===== src/hw/rtl/rle8bd_pkg.sv =====
// Shared types and constants for the RLE8 bitmap decoder.
package rle8bd_pkg;

   localparam int MAX_WIDTH = 4096;
   localparam int DIM_LIMIT = 4096;

   localparam int CFG_DIM_W = 13;
   localparam int ROW_W     = 12;
   localparam int COL_W     = 12;
   localparam int BYTE_W    = 8;
   localparam int CURSOR_W  = 16;
   localparam int ADDR_W    = 4;
   localparam int DATA_W    = 32;

   // Register indexes, taken from paddr[3:2].
   localparam logic [1:0] REG_IMAGE_WIDTH  = 2'd0;
   localparam logic [1:0] REG_IMAGE_HEIGHT = 2'd1;
   localparam logic [1:0] REG_BOTTOM_UP    = 2'd2;

   localparam logic [CFG_DIM_W-1:0] WIDTH_RESET  = 13'd256;
   localparam logic [CFG_DIM_W-1:0] HEIGHT_RESET = 13'd256;
   localparam logic                 BOTTOM_UP_RESET = 1'b1;

   typedef struct packed {
      logic [CFG_DIM_W-1:0] image_width;
      logic [CFG_DIM_W-1:0] image_height;
      logic                 bottom_up;
   } cfg_type;

   typedef struct packed {
      logic [ROW_W-1:0]  out_row;
      logic [COL_W-1:0]  start_column;
      logic [BYTE_W-1:0] run_length;
      logic [BYTE_W-1:0] pixel_index;
      logic              finished;
   } result_type;

endpackage


===== src/hw/rtl/rle8_bitmap_decoder_top.sv =====
// Top level of the RLE8 bitmap decoder: configuration, parser and result register.
//
// The req channel takes one byte of an 8-bit run-length coded bitmap per item,
// with req_final_byte set on the last byte of an image. The rsp channel gives
// at most one item per input byte: a pixel run (row, start column, length and
// palette index) or, on the final byte, an item with rsp_finished set that
// also carries any run that byte causes. Bytes that cause no run give nothing.
// Image width, height and the bottom-up flag are set through the APB-style port,
// by the user only while no item is in flight, as the block does not enforce it;
// writes to unused addresses are ignored. A result is registered and appears on
// rsp the cycle after its byte is accepted. One byte can be accepted every cycle,
// limited only by the single result register; req_stall rises when that register
// is full and rsp_stall is high, and the pending result is then held unchanged.
// Reset returns the parser to its start state, empties the result register
// and loads the registers with width 256, height 256 and bottom-up set.
// After a final byte the parser returns to its start state by itself.
module rle8_bitmap_decoder_top (
   input  logic                          clock,
   input  logic                          reset,
   input  logic                          req_valid,
   output logic                          req_stall,
   input  logic [7:0]                    req_code_byte,
   input  logic                          req_final_byte,
   output logic                          rsp_valid,
   input  logic                          rsp_stall,
   output logic [11:0]                   rsp_out_row,
   output logic [11:0]                   rsp_start_column,
   output logic [7:0]                    rsp_run_length,
   output logic [7:0]                    rsp_pixel_index,
   output logic                          rsp_finished,
   input  logic                          psel,
   input  logic                          penable,
   input  logic                          pwrite,
   input  logic [rle8bd_pkg::ADDR_W-1:0] paddr,
   input  logic [rle8bd_pkg::DATA_W-1:0] pwdata,
   output logic [rle8bd_pkg::DATA_W-1:0] prdata,
   output logic                          pready
);
   import rle8bd_pkg::*;

   cfg_type    cfg;
   result_type result;
   result_type rsp_data;
   logic       has_result;
   logic       space;
   logic       accept;

   assign req_stall = !space;
   assign accept    = req_valid && space;

   rle8bd_csr u_csr (
      .clock   (clock),
      .reset   (reset),
      .psel    (psel),
      .penable (penable),
      .pwrite  (pwrite),
      .paddr   (paddr),
      .pwdata  (pwdata),
      .prdata  (prdata),
      .pready  (pready),
      .cfg     (cfg)
   );

   rle8bd_parse u_parse (
      .clock      (clock),
      .reset      (reset),
      .cfg        (cfg),
      .accept     (accept),
      .code_byte  (req_code_byte),
      .final_byte (req_final_byte),
      .has_result (has_result),
      .result     (result)
   );

   rle8bd_out u_out (
      .clock     (clock),
      .reset     (reset),
      .load      (accept && has_result),
      .result    (result),
      .rsp_stall (rsp_stall),
      .space     (space),
      .rsp_valid (rsp_valid),
      .rsp_data  (rsp_data)
   );

   assign rsp_out_row      = rsp_data.out_row;
   assign rsp_start_column = rsp_data.start_column;
   assign rsp_run_length   = rsp_data.run_length;
   assign rsp_pixel_index  = rsp_data.pixel_index;
   assign rsp_finished     = rsp_data.finished;

endmodule


===== src/hw/rtl/rle8bd_csr.sv =====
// Configuration registers of the RLE8 bitmap decoder behind an APB-style port.
module rle8bd_csr (
   input  logic                          clock,
   input  logic                          reset,
   input  logic                          psel,
   input  logic                          penable,
   input  logic                          pwrite,
   input  logic [rle8bd_pkg::ADDR_W-1:0] paddr,
   input  logic [rle8bd_pkg::DATA_W-1:0] pwdata,
   output logic [rle8bd_pkg::DATA_W-1:0] prdata,
   output logic                          pready,
   output rle8bd_pkg::cfg_type           cfg
);
   import rle8bd_pkg::*;

   logic [CFG_DIM_W-1:0] image_width_ff, image_width_in;
   logic [CFG_DIM_W-1:0] image_height_ff, image_height_in;
   logic                 bottom_up_ff, bottom_up_in;
   logic                 wr_en;
   logic [1:0]           reg_index;

   assign pready    = 1'b1;
   assign wr_en     = psel && penable && pwrite;
   assign reg_index = paddr[3:2];

   always_comb begin
      image_width_in  = image_width_ff;
      image_height_in = image_height_ff;
      bottom_up_in    = bottom_up_ff;
      if (wr_en) begin
         case (reg_index)
            REG_IMAGE_WIDTH:  image_width_in  = pwdata[CFG_DIM_W-1:0];
            REG_IMAGE_HEIGHT: image_height_in = pwdata[CFG_DIM_W-1:0];
            REG_BOTTOM_UP:    bottom_up_in    = pwdata[0];
            default: ;
         endcase
      end
   end

   always_comb begin
      case (reg_index)
         REG_IMAGE_WIDTH:  prdata = {{(DATA_W-CFG_DIM_W){1'b0}}, image_width_ff};
         REG_IMAGE_HEIGHT: prdata = {{(DATA_W-CFG_DIM_W){1'b0}}, image_height_ff};
         REG_BOTTOM_UP:    prdata = {{(DATA_W-1){1'b0}}, bottom_up_ff};
         default:          prdata = '0;
      endcase
   end

   always_ff @(posedge clock) begin
      if (reset) begin
         image_width_ff  <= WIDTH_RESET;
         image_height_ff <= HEIGHT_RESET;
         bottom_up_ff    <= BOTTOM_UP_RESET;
      end else begin
         image_width_ff  <= image_width_in;
         image_height_ff <= image_height_in;
         bottom_up_ff    <= bottom_up_in;
      end
   end

   assign cfg.image_width  = image_width_ff;
   assign cfg.image_height = image_height_ff;
   assign cfg.bottom_up    = bottom_up_ff;

endmodule


===== src/hw/rtl/rle8bd_parse.sv =====
// Parse state of the RLE8 stream and the write decision for each accepted byte.
module rle8bd_parse (
   input  logic                          clock,
   input  logic                          reset,
   input  rle8bd_pkg::cfg_type           cfg,
   input  logic                          accept,
   input  logic [rle8bd_pkg::BYTE_W-1:0] code_byte,
   input  logic                          final_byte,
   output logic                          has_result,
   output rle8bd_pkg::result_type        result
);
   import rle8bd_pkg::*;

   typedef enum logic [6:0] {
      PH_COUNT   = 7'b0000001,
      PH_VALUE   = 7'b0000010,
      PH_DELTA_X = 7'b0000100,
      PH_DELTA_Y = 7'b0001000,
      PH_LITERAL = 7'b0010000,
      PH_PAD     = 7'b0100000,
      PH_STOPPED = 7'b1000000
   } phase_type;

   localparam logic [BYTE_W-1:0] ESC_END_LINE   = 8'd0;
   localparam logic [BYTE_W-1:0] ESC_END_BITMAP = 8'd1;
   localparam logic [BYTE_W-1:0] ESC_DELTA      = 8'd2;

   localparam int WIDTH_CAP_I = (MAX_WIDTH < DIM_LIMIT) ? MAX_WIDTH : DIM_LIMIT;
   localparam logic [CFG_DIM_W-1:0] WIDTH_CAP  = CFG_DIM_W'(WIDTH_CAP_I);
   localparam logic [CFG_DIM_W-1:0] HEIGHT_CAP = CFG_DIM_W'(DIM_LIMIT);

   function automatic logic [CURSOR_W-1:0] sat_add(input logic [CURSOR_W-1:0] a,
                                                   input logic [CURSOR_W-1:0] b);
      logic [CURSOR_W:0] s;
      s = {1'b0, a} + {1'b0, b};
      return s[CURSOR_W] ? {CURSOR_W{1'b1}} : s[CURSOR_W-1:0];
   endfunction

   phase_type            phase_ff, phase_in;
   logic [BYTE_W-1:0]    held_ff, held_in;
   logic [BYTE_W-1:0]    lit_ff, lit_in;
   logic                 pad_ff, pad_in;
   logic [CURSOR_W-1:0]  col_ff, col_in;
   logic [CURSOR_W-1:0]  row_ff, row_in;

   logic [CFG_DIM_W-1:0] eff_w, eff_h;
   logic                 col_ok, row_ok;
   logic [CFG_DIM_W-1:0] room;
   logic [BYTE_W-1:0]    run_len;
   logic                 write;
   logic [CFG_DIM_W-1:0] row_flip;

   assign eff_w  = (cfg.image_width > WIDTH_CAP) ? WIDTH_CAP : cfg.image_width;
   assign eff_h  = (cfg.image_height > HEIGHT_CAP) ? HEIGHT_CAP : cfg.image_height;
   assign col_ok = col_ff < {{(CURSOR_W-CFG_DIM_W){1'b0}}, eff_w};
   assign row_ok = row_ff < {{(CURSOR_W-CFG_DIM_W){1'b0}}, eff_h};
   // Only meaningful while the column is inside the width.
   assign room   = eff_w - col_ff[CFG_DIM_W-1:0];
   assign run_len = ({{(CFG_DIM_W-BYTE_W){1'b0}}, held_ff} < room) ? held_ff
                                                                    : room[BYTE_W-1:0];
   assign row_flip = eff_h - CFG_DIM_W'(1) - row_ff[CFG_DIM_W-1:0];

   always_comb begin
      phase_in = phase_ff;
      held_in  = held_ff;
      lit_in   = lit_ff;
      pad_in   = pad_ff;
      col_in   = col_ff;
      row_in   = row_ff;
      write    = 1'b0;
      result   = '0;
      case (phase_ff)
         PH_COUNT: begin
            if (!row_ok) begin
               phase_in = PH_STOPPED;
            end else begin
               held_in  = code_byte;
               phase_in = PH_VALUE;
            end
         end
         PH_VALUE: begin
            phase_in = PH_COUNT;
            if (held_ff != '0) begin
               if (col_ok) begin
                  write                = 1'b1;
                  result.start_column  = col_ff[COL_W-1:0];
                  result.run_length    = run_len;
                  result.pixel_index   = code_byte;
                  col_in = col_ff + {{(CURSOR_W-BYTE_W){1'b0}}, run_len};
               end
            end else if (code_byte == ESC_END_LINE) begin
               col_in = '0;
               row_in = sat_add(row_ff, CURSOR_W'(1));
            end else if (code_byte == ESC_END_BITMAP) begin
               phase_in = PH_STOPPED;
            end else if (code_byte == ESC_DELTA) begin
               phase_in = PH_DELTA_X;
            end else begin
               lit_in   = code_byte;
               pad_in   = code_byte[0];
               phase_in = PH_LITERAL;
            end
         end
         PH_DELTA_X: begin
            held_in  = code_byte;
            phase_in = PH_DELTA_Y;
         end
         PH_DELTA_Y: begin
            col_in   = sat_add(col_ff, {{(CURSOR_W-BYTE_W){1'b0}}, held_ff});
            row_in   = sat_add(row_ff, {{(CURSOR_W-BYTE_W){1'b0}}, code_byte});
            phase_in = PH_COUNT;
         end
         PH_LITERAL: begin
            if (col_ok && row_ok) begin
               write               = 1'b1;
               result.start_column = col_ff[COL_W-1:0];
               result.run_length   = BYTE_W'(1);
               result.pixel_index  = code_byte;
            end
            col_in = sat_add(col_ff, CURSOR_W'(1));
            lit_in = lit_ff - BYTE_W'(1);
            if (lit_in == '0) begin
               phase_in = pad_ff ? PH_PAD : PH_COUNT;
            end
         end
         PH_PAD: begin
            pad_in   = 1'b0;
            phase_in = PH_COUNT;
         end
         default: begin
            phase_in = PH_STOPPED;
         end
      endcase

      // A write only happens with the row inside the height, so both forms fit.
      if (write) begin
         result.out_row = cfg.bottom_up ? row_flip[ROW_W-1:0] : row_ff[ROW_W-1:0];
      end
      result.finished = final_byte;

      if (final_byte) begin
         phase_in = PH_COUNT;
         held_in  = '0;
         lit_in   = '0;
         pad_in   = 1'b0;
         col_in   = '0;
         row_in   = '0;
      end
   end

   assign has_result = write || final_byte;

   always_ff @(posedge clock) begin
      if (reset) begin
         phase_ff <= PH_COUNT;
         held_ff  <= '0;
         lit_ff   <= '0;
         pad_ff   <= 1'b0;
         col_ff   <= '0;
         row_ff   <= '0;
      end else if (accept) begin
         phase_ff <= phase_in;
         held_ff  <= held_in;
         lit_ff   <= lit_in;
         pad_ff   <= pad_in;
         col_ff   <= col_in;
         row_ff   <= row_in;
      end
   end

`ifndef SYNTH
   a_final_clears: assert property (@(posedge clock) disable iff (reset)
      accept && final_byte |=> phase_ff == PH_COUNT && col_ff == '0 && row_ff == '0)
      else $error("final item did not return the parser to its start state");

   a_literal_count: assert property (@(posedge clock) disable iff (reset)
      phase_ff == PH_LITERAL |-> lit_ff != '0)
      else $error("literal phase entered with no literal bytes left");

   a_write_has_length: assert property (@(posedge clock) disable iff (reset)
      has_result && !final_byte |-> result.run_length != '0)
      else $error("result without a final flag carries no pixels");
`endif

endmodule


===== src/hw/rtl/rle8bd_out.sv =====
// Result register of the RLE8 bitmap decoder, held while the receiver stalls.
module rle8bd_out (
   input  logic                   clock,
   input  logic                   reset,
   input  logic                   load,
   input  rle8bd_pkg::result_type result,
   input  logic                   rsp_stall,
   output logic                   space,
   output logic                   rsp_valid,
   output rle8bd_pkg::result_type rsp_data
);
   import rle8bd_pkg::*;

   logic       valid_ff, valid_in;
   result_type data_ff, data_in;

   // The register can take a new item when it is empty or being emptied now.
   assign space = !valid_ff || !rsp_stall;

   always_comb begin
      valid_in = valid_ff;
      data_in  = data_ff;
      if (load) begin
         valid_in = 1'b1;
         data_in  = result;
      end else if (!rsp_stall) begin
         valid_in = 1'b0;
      end
   end

   always_ff @(posedge clock) begin
      if (reset) begin
         valid_ff <= 1'b0;
      end else begin
         valid_ff <= valid_in;
      end
   end

   always_ff @(posedge clock) begin
      data_ff <= data_in;
   end

   assign rsp_valid = valid_ff;
   assign rsp_data  = data_ff;

`ifndef SYNTH
   a_finish_delivered: assert property (@(posedge clock) disable iff (reset)
      load && result.finished |=> valid_ff && data_ff.finished)
      else $error("final result was not registered");
`endif

endmodule


===== config.mk =====
export PLATFORM = sky130hd
export DESIGN_NAME = rle8_bitmap_decoder_top
export DESIGN_NICKNAME = d
export VERILOG_FILES = /design/src/hw/rtl/rle8bd_pkg.sv /design/src/hw/rtl/rle8_bitmap_decoder_top.sv /design/src/hw/rtl/rle8bd_csr.sv /design/src/hw/rtl/rle8bd_parse.sv /design/src/hw/rtl/rle8bd_out.sv
export SDC_FILE = /design/constraint.sdc
export NUM_CORES = 1
export LEC_CHECK = 0
export BUFFER_PORTS_ARGS = -buffer_cell sky130_fd_sc_hd__buf_2
export CAP_MARGIN = 25
export CORE_ASPECT_RATIO = 2
export CORE_MARGIN = 2
export CORE_UTILIZATION = 60
export DETAILED_ROUTE_END_ITERATION = 10
export PLACE_DENSITY = 0.78
export SLEW_MARGIN = 30
export SYNTH_ARGS = -nofsm -noshare
export SYNTH_HDL_FRONTEND = slang
export SYNTH_HIERARCHICAL = 1
export SYNTH_SLANG_ARGS = --single-unit

===== constraint.sdc =====
create_clock -name clock -period 9.15 [get_ports clock]
set_input_delay 1.83 -clock clock [delete_from_list [all_inputs] [get_ports clock]]
set_output_delay 1.83 -clock clock [all_outputs]
set_load 0.1 [all_outputs]

==> impl.org <==
** Run status
- Result of the run :: completed

** Min path
- The min-delay analysis places its worst path in the category reg -> reg.

** Die
- Number of placed I/O pins :: 128
- The floorplan has 68 rows.
- Core region area :: 17300 um^2
- The initial utilization of the core area, before any placement, comes to 61.1%.
- Chip Height :: ~190 um
- Die width :: approximately 98 um
- Die area :: 18700 um^2

** Clocking
- Clock tree synthesis found a total of 125 sinks.
- Cts bufs inserted :: 17
- The later pin in the worst-skew pair is clocked with a latency of 0.43 ns.
- Setup Fix Bufs, Post-CTS :: 0
- The number of hold buffers added after CTS was 0.
- The clock tree synthesis step divided the H-tree into 4 levels.
- In this run the deepest clock path goes through 2 buffers.
- Clock tree root buffer cell :: clkbuf_16
- CTS tree :: done
- Gates resized, CTS repair :: 0
- Worst-path clk slew :: 0.06 ns

** Timing
- Max frequency :: 148 MHz
- RSZ-0062 raised after global routing :: false
- Worst-Margin Slew :: ~0.96 ns
- Summed over all failing endpoints, the final setup total negative slack is 0 ns.
- Hold timing on the final database bottoms out at a slack of between 0.5 and 0.6 ns.
- Setup-violating endpoint count in the final report :: 0
- The clock arrives with 0.0119 ns of skew.
- Final number of hold-violating endpoints :: 0
- The clock period could shrink to 6.74 ns.
- Dividing the final minimum period by the clock period gives 73.6%.
- Headroom to the max-slew limit came out at 35.9%.
- Max-slew violation total from the final report :: 0

** Finish
- The repair_antennas step left the layout with diodes totalling 0.
- Final-stage net count :: 1492
- Final cell area excluding filler cells :: about 12000 um^2
- Layout area overhead :: 9.28%
- Share of final-layout standard cells stronger than drive strength 1 :: between 10 and 15%

** GRT
- First-pass GRT wire length :: 51500 um
- Vias in the first global route :: ~10000
- Entering global routing, the biggest net connects 80 pins.
- Initial antenna violation count :: 0
- Total routing usage reported by global routing :: 35.3%
- Global routing finished with a remaining overflow of 0.

** Synth
- Summing the areas of all and, or, nand and nor instances in the mapped netlist gives 22.9% of the synthesized area.
- Among all flip-flop cells after synthesis, the most frequent one is dfxtp_1.
- Yosys mapped the design onto 84 distinct sky130hd cell types.
- The synthesized design contains ~130 register bits.
- Sequential elements use between 20 and 30% of the synthesized area.
- Multiplexer share of the synthesized area :: around 5.3%
- Dividing the synthesized area by the synthesized cell count gives 8.09 um^2.
- After Yosys synthesis, full adders, half adders and majority gates account for a little under an eighth of the synthesized area.
- After Yosys synthesis, XOR and XNOR cells account for 3.90% of the synthesized area.
- By area, the combinational part of the netlist is dominated by simple AND/OR/NAND/NOR gates.
- Post-synth EDFFs :: 41
- Synthesis handed over a netlist of 1303 instances.
- Share of flip-flops with an asynchronous set or reset after synthesis :: 0%
- Warnings, synthesis :: 6
- Cell area after technology mapping :: about 11000 um^2
- Summing the areas of all compound-gate instances in the mapped netlist gives 21.8% of the synthesized area.

** Placed design
- In this run the cell area measured after placement is approximately 11000 um^2.
- Port buffer count :: 86
- Estimated wirelength of the detail-placed design :: 25100 um
- Final Wtd Congestion :: 0.979

** Detailed routing
- Count of TritonRoute iterations in the first routing pass :: 5
- After detailed routing, the number of remaining DRC violations is 0.
- In the final routed layout, each cell accounts on average for 21.2 um.
- Routed WL :: 33300 um
- Routed Antenna Nets :: 0
- Initial drt markers :: ~570
- Via/cell ratio :: 6.59
- Number of vias in the routed layout :: slightly above 10000

** Pwr
- Switching Fraction :: 32.1%
- Clock share of power :: 43.8%
- Of the total power, combinational logic draws 16.7%.
- IR analysis of the VDD net gives a maximum drop of 135 uV.
- Sequential share of power :: 39.5%
- LEAKAGE :: 4.87 nW
- Power Dens Cells :: around 130 nW/um^2
- NetSw :: approximately 0.48 mW
- The internal portion of the total power is 1.02 mW.

** Critical path
- Register-to-register setup slack :: 2.41 ns
- STA puts the critical path data arrival time at 7.02 ns.
- Counting both buffers and inverters, the worst setup path holds a total of 2.
- Biggest fanout along the worst timing path :: 11
- Crit path capture type :: flip-flop
- The cell family contributing the most delay on the critical path is compound AO/OA/AOI/OAI gates.
- Cell breakdown of the critical path :: inv_1 > ha_1 > or3_1 > o21ai_0 > a21oi_1 > a21o_1 > xor2_1 > inv_1 > ha_1 > o2111ai_1 > a2bb2oi_1 > nand4_1 > o21ai_0 > nand2_1 > ha_1 > and3_1 > a2111oi_0 > o21ai_0 > nand3_1 > nor3_1 > o31ai_1 > o22ai_1
- The largest individual stage delay along the critical path comes from the cell a2111oi_0.
- Worst Path Required :: about 9.4 ns
- In this design, the stage delay of the slowest critical-path cell is 0.72 ns.
- Classification of the worst setup path :: reg -> reg
- Sort of element at the start of the critical path :: flip-flop

** Job
- Max-cap violations in this run came to 0.
layout by cell type, fill, tap and decap left out, types with 8 or more instances in the layout:
master,n
nand2_1,103
nand2b_1,48
a32o_1,9
buf_2,86
a31oi_1,13
o21a_1,11
and2_1,17
and4_1,9
clkbuf_16,19
nand3_1,41
edfxtp_1,41
or3_1,11
nor3_1,33
ha_1,89
nor2_1,112
a21oi_1,92
mux2i_1,52
xor2_1,18
o21ai_0,83
conb_1,20
nor2b_1,10
o211ai_1,8
xnor2_1,29
dfxtp_1,84
nand4_1,23
o31ai_1,9
and3_1,13
a21o_1,26
inv_1,79
a211oi_1,16
final cells by class:
cell class | instances | area, um^2
multi-input cells | 1032 | 7010
fillers | 1493 | 5750
flip-flops and latches | 125 | 2910
clock buffers | 19 | 475
repair buffers | 90 | 460
inverters | 80 | 300
well taps | 210 | 263
clock inverters | 13 | 98.8
stage by stage:
step	cells	total power, mW	util, %	setup WS, ns
detailed placement	1537	0.855	63.2	2.56
floorplan	1321	0.807	-	3.12
global route	1569	1.55	66.7	2.05
finish	1569	1.51	66.7	2.41
CTS	1569	1.51	66.6	2.54
global placement	1537	0.851	63.2	2.79
state kept, by name, indices dropped and copies added, names as in the netlist:
register	count
u_csr/bottom_up_ff	1
u_out/rsp_data	41
u_parse/held_ff	8
u_parse/pad_ff	1
u_out/rsp_valid	1
u_parse/phase_ff	7
u_parse/row_ff	16
u_csr/image_width_ff	13
u_parse/col_ff	16
u_csr/image_height_ff	13
u_parse/lit_ff	8
power by group through the flow:
stage                     clock network, mW  logic (mW)  registers [mW]
after floorplan                           0       0.159           0.648
after global placement                    0       0.245           0.606
after detailed placement                  0       0.248           0.607
after CTS                             0.666       0.249           0.595
after global routing                  0.689       0.267           0.596
final                                 0.660       0.252           0.595
cells in the mapped netlist, drive strengths merged, types with 34 or more instances:
cell,count,area [um^2]
dfxtp,84,1680
ha,89,1110
nor2,112,420
nand3,42,215
nand2,103,387
buf,42,274
clkbuf,42,158
nand2b,48,300
o21ai,87,443
a21oi,93,469
nor3,34,175
edfxtp,41,1230
inv,79,297
mux2i,52,521
metal layers:
layer,vias to the layer above,routed length (um),global-route usage (%)
li1,4794,-,-
met4,0,3580,33.3
met2,494,17200,63.9
met1,4837,10800,33.2
met5,-,0,0
met3,208,1750,5.37
worst register-to-register path, delay by kind of cell (launching register included):
family | cells | cell delay [ns]
fa+ha+maj | 3 | 0.96
buf+inv | 2 | 0.42
compound gates | 10 | 2.95
simple gates | 6 | 1.38
xor+xnor | 1 | 0.17
flops | 1 | 0.71
path summary, 6_finish.rpt:
check | startpoint | cells past startpoint | end
worst max-delay path | u_parse/col_ff[5]$_SDFFE_PP0P_ | 22 | u_parse/col_ff[14]$_SDFFE_PP0P_
worst min-delay path | u_csr/image_width_ff[11]$_SDFFE_PP0P_ | 2 | u_csr/image_width_ff[11]$_SDFFE_PP0P_
worst max register to register | u_parse/col_ff[5]$_SDFFE_PP0P_ | 22 | u_parse/col_ff[14]$_SDFFE_PP0P_
worst min register to register | u_csr/image_width_ff[11]$_SDFFE_PP0P_ | 2 | u_csr/image_width_ff[11]$_SDFFE_PP0P_
cells by family (layout without fill, tap and decap cells):
family                   count (synthesis)  count (layout)
multiplexers                            55              55
flip-flops                             125             125
XOR/XNOR                                47              47
other                                    2              20
AND/OR/NAND/NOR                        469             469
AO/OA/AOI/OAI                          347             347
adder cells (fa/ha/maj)                 94              94
buffers and inverters                  164             202
(Power assumes the default switching activity.)
